$ cat config.mk
export PLATFORM = sky130hd
export DESIGN_NAME = cassette_fsk_sample_generator_unit
export DESIGN_NICKNAME = d
export VERILOG_FILES = /design/src/rtl/cfsk_pkg.sv /design/src/rtl/cfsk_core.sv /design/src/rtl/cassette_fsk_sample_generator_unit.sv
export SDC_FILE = /design/constraint.sdc
export NUM_CORES = 1
export LEC_CHECK = 0
export BUFFER_PORTS_ARGS = -buffer_cell sky130_fd_sc_hd__buf_2
export CAP_MARGIN = 20
export CORE_MARGIN = 2
export CORE_UTILIZATION = 44
export CTS_BUF_LIST = sky130_fd_sc_hd__clkbuf_4 sky130_fd_sc_hd__clkbuf_8
export CTS_CLUSTER_SIZE = 20
export DETAILED_ROUTE_END_ITERATION = 6
export SLEW_MARGIN = 10
export SYNTH_ARGS = -nofsm -noshare
export SYNTH_HDL_FRONTEND = slang
export SYNTH_SLANG_ARGS = --single-unit
$ cat constraint.sdc
create_clock -name clk -period 3.1 [get_ports clk]
set_input_delay 0.465 -clock clk [delete_from_list [all_inputs] [get_ports clk]]
set_output_delay 0.465 -clock clk [all_outputs]
set_load 0.05 [all_outputs]
$ cat src/rtl/cfsk_pkg.sv
// cfsk_pkg: shared types, constants and the sine table for the cassette fsk generator
// no dependencies; imported by cfsk_core and the top level
package cfsk_pkg;

  localparam int unsigned DataW   = 8;
  localparam int unsigned CountW  = 24;
  localparam int unsigned RemainW = CountW + 1;
  localparam int unsigned PhaseW  = 6;
  localparam int unsigned SlotW   = 4;
  localparam int unsigned PulseW  = 3;

  localparam logic [PhaseW-1:0] TableLen   = PhaseW'(36);
  localparam logic [SlotW-1:0]  StopSlot   = SlotW'(9);
  localparam logic [PulseW-1:0] StopPulses = PulseW'(4);
  localparam logic [DataW-1:0]  ZeroLevel  = DataW'(128);

  // command codes carried in the input tuser
  typedef enum logic [1:0] {
    OP_TICK    = 2'd0,
    OP_BYTE    = 2'd1,
    OP_HEADER  = 2'd2,
    OP_SILENCE = 2'd3
  } op_t;

  // one input beat, unpacked
  typedef struct packed {
    op_t               op;
    logic [DataW-1:0]  data_byte;
    logic [CountW-1:0] count;
  } cmd_t;

  // one result from the sample engine
  typedef struct packed {
    logic             valid;
    logic [DataW-1:0] sample;
    logic             last;
  } res_t;

  // one sine period, 128 + trunc(127*sin(2*pi*k/36))
  function automatic logic [DataW-1:0] sine_lookup(input logic [PhaseW-1:0] idx);
    logic [DataW-1:0] v;
    case (idx)
      6'd0:  v = 8'd128;  6'd1:  v = 8'd150;  6'd2:  v = 8'd171;
      6'd3:  v = 8'd191;  6'd4:  v = 8'd209;  6'd5:  v = 8'd225;
      6'd6:  v = 8'd237;  6'd7:  v = 8'd247;  6'd8:  v = 8'd253;
      6'd9:  v = 8'd255;  6'd10: v = 8'd253;  6'd11: v = 8'd247;
      6'd12: v = 8'd237;  6'd13: v = 8'd225;  6'd14: v = 8'd209;
      6'd15: v = 8'd191;  6'd16: v = 8'd171;  6'd17: v = 8'd150;
      6'd18: v = 8'd128;  6'd19: v = 8'd106;  6'd20: v = 8'd85;
      6'd21: v = 8'd65;   6'd22: v = 8'd47;   6'd23: v = 8'd31;
      6'd24: v = 8'd19;   6'd25: v = 8'd9;    6'd26: v = 8'd3;
      6'd27: v = 8'd1;    6'd28: v = 8'd3;    6'd29: v = 8'd9;
      6'd30: v = 8'd19;   6'd31: v = 8'd31;   6'd32: v = 8'd47;
      6'd33: v = 8'd65;   6'd34: v = 8'd85;   6'd35: v = 8'd106;
      default: v = ZeroLevel;
    endcase
    return v;
  endfunction

endpackage

$ cat src/rtl/cfsk_core.sv
// cfsk_core: command state and per-tick sample computation, one command per cycle while step_en is high
// depends on cfsk_pkg
module cfsk_core import cfsk_pkg::*; (
  input  logic clk,
  input  logic rst,
  input  logic baud_select,
  input  logic step_en,
  input  cmd_t cmd,
  output res_t res
);

  typedef enum logic [1:0] {
    ACT_IDLE    = 2'd0,
    ACT_BYTE    = 2'd1,
    ACT_HEADER  = 2'd2,
    ACT_SILENCE = 2'd3
  } activity_t;

  activity_t          activity, activity_next;
  logic [DataW-1:0]   shift_byte, shift_byte_next;
  logic [SlotW-1:0]   bit_slot, bit_slot_next;
  logic [PulseW-1:0]  pulse_in_slot, pulse_in_slot_next;
  logic [PhaseW-1:0]  phase_index, phase_index_next;
  logic [RemainW-1:0] remaining, remaining_next;

  logic [PhaseW-1:0]  idx;
  logic [DataW-1:0]   tbl;
  logic               is_short;
  logic [2:0]         step;
  logic [PhaseW:0]    sum;
  logic               pulse_end;
  logic [PulseW-1:0]  needed;
  logic [PulseW-1:0]  pulse_inc;
  logic [SlotW-1:0]   slot_inc;
  logic [RemainW-1:0] remain_dec;

  // table position, step size and pulse end
  always_comb begin
    idx = (phase_index >= TableLen) ? '0 : phase_index;
    tbl = sine_lookup(idx);
    if (bit_slot == '0) begin
      is_short = 1'b0;
    end else if (bit_slot >= StopSlot) begin
      is_short = 1'b1;
    end else begin
      is_short = shift_byte[0];
    end
    if (activity == ACT_HEADER || is_short) begin
      step = baud_select ? 3'd4 : 3'd2;
    end else begin
      step = baud_select ? 3'd2 : 3'd1;
    end
    sum        = {1'b0, idx} + (PhaseW+1)'(step);
    pulse_end  = sum >= {1'b0, TableLen};
    needed     = !is_short ? PulseW'(1) : ((bit_slot >= StopSlot) ? StopPulses : PulseW'(2));
    pulse_inc  = pulse_in_slot + PulseW'(1);
    slot_inc   = bit_slot + SlotW'(1);
    remain_dec = (remaining != '0) ? remaining - RemainW'(1) : remaining;
  end

  // command load and tick handling
  always_comb begin
    activity_next      = activity;
    shift_byte_next    = shift_byte;
    bit_slot_next      = bit_slot;
    pulse_in_slot_next = pulse_in_slot;
    phase_index_next   = phase_index;
    remaining_next     = remaining;
    res                = '0;
    res.sample         = ZeroLevel;
    if (step_en) begin
      if (cmd.op != OP_TICK) begin
        // load only when idle
        if (activity == ACT_IDLE) begin
          phase_index_next   = '0;
          pulse_in_slot_next = '0;
          bit_slot_next      = '0;
          if (cmd.op == OP_BYTE) begin
            shift_byte_next = cmd.data_byte;
            activity_next   = ACT_BYTE;
          end else if (cmd.count != '0) begin
            if (cmd.op == OP_HEADER) begin
              remaining_next = {1'b0, cmd.count} << baud_select;
              activity_next  = ACT_HEADER;
            end else begin
              remaining_next = {1'b0, cmd.count};
              activity_next  = ACT_SILENCE;
            end
          end
        end
      end else if (activity != ACT_IDLE) begin
        res.valid = 1'b1;
        unique case (activity)
          ACT_SILENCE: begin
            remaining_next = remain_dec;
            if (remain_dec == '0) begin
              res.last      = 1'b1;
              activity_next = ACT_IDLE;
            end
          end
          ACT_HEADER: begin
            res.sample       = tbl;
            phase_index_next = pulse_end ? '0 : sum[PhaseW-1:0];
            if (pulse_end) begin
              remaining_next = remain_dec;
              if (remain_dec == '0) begin
                res.last      = 1'b1;
                activity_next = ACT_IDLE;
              end
            end
          end
          ACT_BYTE: begin
            res.sample       = tbl;
            phase_index_next = pulse_end ? '0 : sum[PhaseW-1:0];
            if (pulse_end) begin
              if (pulse_inc >= needed) begin
                pulse_in_slot_next = '0;
                if (bit_slot != '0 && bit_slot < StopSlot) begin
                  shift_byte_next = shift_byte >> 1;
                end
                if (slot_inc > StopSlot) begin
                  bit_slot_next = '0;
                  res.last      = 1'b1;
                  activity_next = ACT_IDLE;
                end else begin
                  bit_slot_next = slot_inc;
                end
              end else begin
                pulse_in_slot_next = pulse_inc;
              end
            end
          end
          default: res.valid = 1'b0;
        endcase
      end
    end
  end

  // state registers
  always_ff @(posedge clk) begin
    if (rst) begin
      activity      <= ACT_IDLE;
      shift_byte    <= '0;
      bit_slot      <= '0;
      pulse_in_slot <= '0;
      phase_index   <= '0;
      remaining     <= '0;
    end else begin
      activity      <= activity_next;
      shift_byte    <= shift_byte_next;
      bit_slot      <= bit_slot_next;
      pulse_in_slot <= pulse_in_slot_next;
      phase_index   <= phase_index_next;
      remaining     <= remaining_next;
    end
  end

`ifndef SYNTHESIS
  // table position never leaves the period
  a_phase_range: assert property (@(posedge clk) disable iff (rst)
    phase_index < TableLen)
    else $error("phase index out of range");

  // byte framing never runs past the stop slot
  a_slot_range: assert property (@(posedge clk) disable iff (rst)
    bit_slot <= StopSlot && pulse_in_slot < StopPulses)
    else $error("bit slot or pulse count out of range");

  // a tick while idle gives no sample
  a_idle_tick: assert property (@(posedge clk) disable iff (rst)
    step_en && cmd.op == OP_TICK && activity == ACT_IDLE |-> !res.valid)
    else $error("sample produced while idle");

  // an active silence or header always has a count left
  a_remaining: assert property (@(posedge clk) disable iff (rst)
    (activity == ACT_SILENCE || activity == ACT_HEADER) |-> remaining != '0)
    else $error("active command with nothing remaining");

  // a final sample always returns the engine to idle
  a_last_idle: assert property (@(posedge clk) disable iff (rst)
    res.valid && res.last |=> activity == ACT_IDLE)
    else $error("last sample did not end the command");
`endif

endmodule

$ cat src/rtl/cassette_fsk_sample_generator_unit.sv
// cassette fsk sample generator: input beat register, sample engine, output register
// a tick beat is held in the input beat register, then its sample is registered in the output register for m_tvalid
// throughput: one beat per cycle in and one sample per cycle out while m_tready does not hold the output,
//   set by the single engine pass between the input register and the output register
// reset (rst, synchronous): engine idle, both registers empty, no input beat taken,
//   baud select back to 0
// depends on cfsk_pkg and cfsk_core
module cassette_fsk_sample_generator_unit import cfsk_pkg::*; (
  input  logic        clk,
  input  logic        rst,
  input  logic        cfg_wen,
  input  logic        cfg_wdata,   // baud_select
  input  logic        s_tvalid,
  output logic        s_tready,
  input  logic [31:0] s_tdata,     // data_byte [7:0], count [31:8]
  input  logic [1:0]  s_tuser,     // operation [1:0]
  output logic        m_tvalid,
  input  logic        m_tready,
  output logic [7:0]  m_tdata,     // sample [7:0]
  output logic        m_tlast
);

  logic baud_select;
  logic in_valid;
  cmd_t in_cmd;
  logic step_en;
  res_t res;
  logic [DataW-1:0] out_sample;
  logic out_last;
  logic out_valid;

  // the input beat moves on when the output slot is free or draining
  assign step_en  = in_valid && (!out_valid || m_tready);
  assign s_tready = !rst && (!in_valid || step_en);

  // baud select register
  always_ff @(posedge clk) begin
    if (rst) begin
      baud_select <= 1'b0;
    end else if (cfg_wen) begin
      baud_select <= cfg_wdata;
    end
  end

  // input beat register
  always_ff @(posedge clk) begin
    if (rst) begin
      in_valid <= 1'b0;
    end else if (s_tready) begin
      in_valid <= s_tvalid;
    end
    if (s_tvalid && s_tready) begin
      in_cmd.op        <= op_t'(s_tuser);
      in_cmd.data_byte <= s_tdata[DataW-1:0];
      in_cmd.count     <= s_tdata[DataW+CountW-1:DataW];
    end
  end

  cfsk_core u_core (
    .clk         (clk),
    .rst         (rst),
    .baud_select (baud_select),
    .step_en     (step_en),
    .cmd         (in_cmd),
    .res         (res)
  );

  // output register
  always_ff @(posedge clk) begin
    if (rst) begin
      out_valid <= 1'b0;
    end else if (step_en) begin
      out_valid <= res.valid;
    end else if (m_tready) begin
      out_valid <= 1'b0;
    end
    if (step_en && res.valid) begin
      out_sample <= res.sample;
      out_last   <= res.last;
    end
  end

  assign m_tvalid = out_valid;
  assign m_tdata  = out_sample;
  assign m_tlast  = out_last;

endmodule
==> key figures <==
Synthesis
  • Synth Register Bits: 94
  • Net Count, Synth: ~740
  • Area share of the largest cell type after synthesis: between 20 and 25%
  • Synthesis Warnings: 0
  • Number of synthesized flops with an enable pin: 43
  • Yosys top cell by area: edfxtp_1
  • Count of cell types in the netlist: 85
  • Sequential share of the synthesized area: 39.4%
  • Post-Syn Area: between 5000 and 6000 um^2
  • Post-Syn Instances: about 670
  • Primary FF master, synth: dfxtp_1
  • Count leader, synth: nor2_1
  • Post-Syn Area per Cell: between 8 and 9 um^2
  • Fraction of registers with async set/reset: 0%
  • Area contributors post-synth: edfxtp_1, dfxtp_1, ha_1
  • Synth top cells by count: nor2_1, nand2_1, dfxtp_1, a21oi_1, edfxtp_1

Finish
  • Utilization after layout: 57.7%
  • Ant diodes: 0
  • Proportion of layout cells with a drive suffix above 1: 32.1%
  • Nets: roughly 840
  • Area growth, synth to finish: 29.0%
  • Fill cells: about 1,200
  • Final instance area: roughly 7600 um^2

STA
  • Slew Viols, Final: 0
  • RSZ-0062 raised after global routing: yes
  • Setup WS post-layout: -159 ps
  • TNS Setup: -2000 ps
  • Worst-margin pin slew: around 910 ps
  • Max Fclk: between 0.3 and 0.4 GHz
  • Final hold vios: 0
  • Setup Viol. Count Final: 34
  • Final period util: 105%
  • Min Tclk post-route: between 3000 and 4000 ps
  • Slew margin rel.: 39.5%
  • Clk_skew: between 10 and 15 ps

Place
  • Port bufs: 50
  • GPL Wtd Cong: approximately 0.96
  • Dpl hpwl: ~12,000 um
  • Placed instance area: between 6000 and 7000 um^2

Pwr
  • Int Pwr: 2250 uW
  • Combinational Power Share: between 20 and 30%
  • Sequential share of power: 42.9%
  • LEAKAGE: around 0.0028 uW
  • NetSw: around 1100 uW
  • Worst vdd ir: 0.434 mV
  • Pwr/cell area: between 400 and 500 nW/um^2
  • Clk network pwr share: between 20 and 30%
  • Sw Ratio: 32.6%

Worst setup path
  • Most frequent CP cell: ha_4
  • Crit Path Class: register to register
  • Slowest CP cell: dfxtp_2
  • Buffers & Inverters on Critical Path: 5
  • Cells along the critical path: inv_2, ha_4, nand2b_4, nor3_4, nor2_2, or2_4, inv_2, ha_4, ha_4, a211o_4, a21boi_4, buf_6, o21bai_4, a41oi_2, buf_4, nor2b_4, buf_6, mux2i_2, nor2_1
  • Crit-path max FO: 3
  • Delay-heaviest family, CP: compound AO/OA/AOI/OAI gates
  • Crit end category: register
  • Crit path arrival time: about 3500 ps
  • Slowest cell delay on critical path: between 300 and 400 ps
  • Crit path launch type: register
  • CP required: roughly 3400 ps

Outcome
  • Violations in the final reports: setup timing
  • Outcome: complete, but fails checks

Global route
  • Total Routing Usage GR: between 20% and 30%
  • First-pass GRT wire length: between 20,000 and 30,000 um
  • Overflow after GRT: 0
  • Largest net degree at the start of global routing: 54
  • Initial antenna violation count: 0
  • Number of global-route vias before repair: 5,148

Worst hold path
  • Hold/Removal Path Class: input port to register

Floorplanning
  • Die Y: 120 um
  • Core footprint: 13,100 um^2
  • Io pins: just over 50
  • Rows: between 40 and 50
  • Die area: roughly 14,000 um^2
  • Overall die width: roughly 120 um
  • Starting density of the core: ~45%

CTS
  • Clk buf depth: 2
  • Clock sink count: 94
  • Number of CTS-inserted buffers: 9
  • Clock transition at the registers of the reported paths: roughly 90 ps
  • Max H-tree Level: 3
  • Worst skew pair latency: 380 ps
  • TritonCTS clock tree: yes
  • Clock root buffer: clkbuf_8

Route
  • Wire per inst: approximately 17 um
  • DR iter-0 viols: between 500 and 600
  • Drt first pass iters: 5
  • DRT antenna net count: 0
  • DR vias/cell: just under 6
  • Post-Route WL: roughly 17,000 um
  • Total vias in the final route: between 5,000 and 6,000
  • DRC violations left: 0

Run
  • MaxCap Viol Count: 0
==> area by class of cell <==
cell class / instances / area, um^2 / share of cell area [%]
tap: 176 / 220 / 2.91
clock buffer: 10 / 131 / 1.73
clock inverter: 6 / 93.8 / 1.24
inverter: 21 / 81.3 / 1.07
multi-input combinational: 506 / 3690 / 48.7
sequential: 94 / 2310 / 30.6
timing repair buffer: 136 / 1040 / 13.8
==> sequential cells by signal (all words and copies together), names as in the netlist <==
register              flops
in_valid                  1
u_core.phase_index        6
u_core.activity           2
u_core.bit_slot           4
m_tlast                   1
m_tvalid                  1
m_tdata                   8
in_cmd                   34
u_core.pulse_in_slot      3
baud_select               1
u_core.shift_byte         8
u_core.remaining         25
==> per-layer routing <==
layer	share of wire [%]	routed length, um	GRT usage, %
met1	47	7770	34.5
met4	1.4	233	7.50
met2	46	7590	34.4
met5	0	0	0
met3	5.9	983	3.28
==> logic make-up after synthesis <==
logic type	after synthesis	share of synthesized area (%)
simple gates	255	22.3
compound gates	199	23.3
flops	94	39.4
buf+inv	65	4.88
fa+ha+maj	31	6.73
xor+xnor	12	1.79
mux	9	1.58
==> metrics by stage <==
| step | power (uW) | cells | hold slack (ps) | setup WS [ps] |
|---|---|---|---|---|
| floorplan | 2020 | 665 | 436 | 29.0 |
| global route | 3500 | 949 | 232 | -265 |
| detailed placement | 2300 | 907 | 459 | -234 |
| CTS | 3280 | 938 | 238 | -136 |
| global placement | 2300 | 907 | 449 | -223 |
| finish | 3340 | 949 | 256 | -159 |
==> placed cells by master, fill, tap and decap left out, types with 6 or more instances in the layout <==
master | Yosys | layout
nor2_2 | 2 | 9
o211ai_1 | 7 | 7
inv_1 | 20 | 16
nor4_1 | 9 | 9
ha_1 | 30 | 26
clkbuf_8 | 1 | 9
o21ai_2 | 1 | 10
a311oi_1 | 11 | 9
o21ai_1 | 3 | 7
mux2i_1 | 7 | 6
a31oi_1 | 13 | 12
nor2_1 | 83 | 72
edfxtp_1 | 43 | 43
nand2_1 | 56 | 55
nand3b_1 | 7 | 7
xor2_1 | 7 | 7
a22oi_1 | 12 | 11
o21ai_0 | 36 | 21
dfxtp_1 | 51 | 49
nor2b_1 | 11 | 10
nand3_1 | 15 | 14
a21oi_1 | 44 | 39
o31ai_1 | 7 | 6
nor3_1 | 24 | 22
buf_2 | 5 | 50
buf_4 | 1 | 64
buf_6 | 3 | 15
==> power groups by stage <==
stage	logic, uW	clock network (uW)	registers (uW)
global placement	851	0	1450
floorplan	588	0	1430
global route	1060	995	1440
finish	974	930	1430
detailed placement	850	0	1450
CTS	909	947	1430
==> path summary, 6_finish.rpt <==
check	from	end	slack (ps)	cells past startpoint
max	u_core.bit_slot[0]$_SDFFE_PP0P_	u_core.bit_slot[3]$_SDFFE_PP0P_	-160	19
min	s_tdata[17]	in_cmd[9]$_DFFE_PP_	260	1
max reg2reg	u_core.bit_slot[0]$_SDFFE_PP0P_	u_core.bit_slot[3]$_SDFFE_PP0P_	-160	19
min reg2reg	u_core.pulse_in_slot[1]$_SDFFE_PP0P_	u_core.pulse_in_slot[1]$_SDFFE_PP0P_	460	2
==> what timing repair did <==
item / CTS / global route
endpoints found under the setup margin: 44 / 49
buffers inserted: 14 / 9
resized for setup: 54 / 55
pin swaps: 54 / 28
cloned: 1 / 2
hold buffers: 0 / 0
No activity file was read; power rests on OpenSTA's default activity.
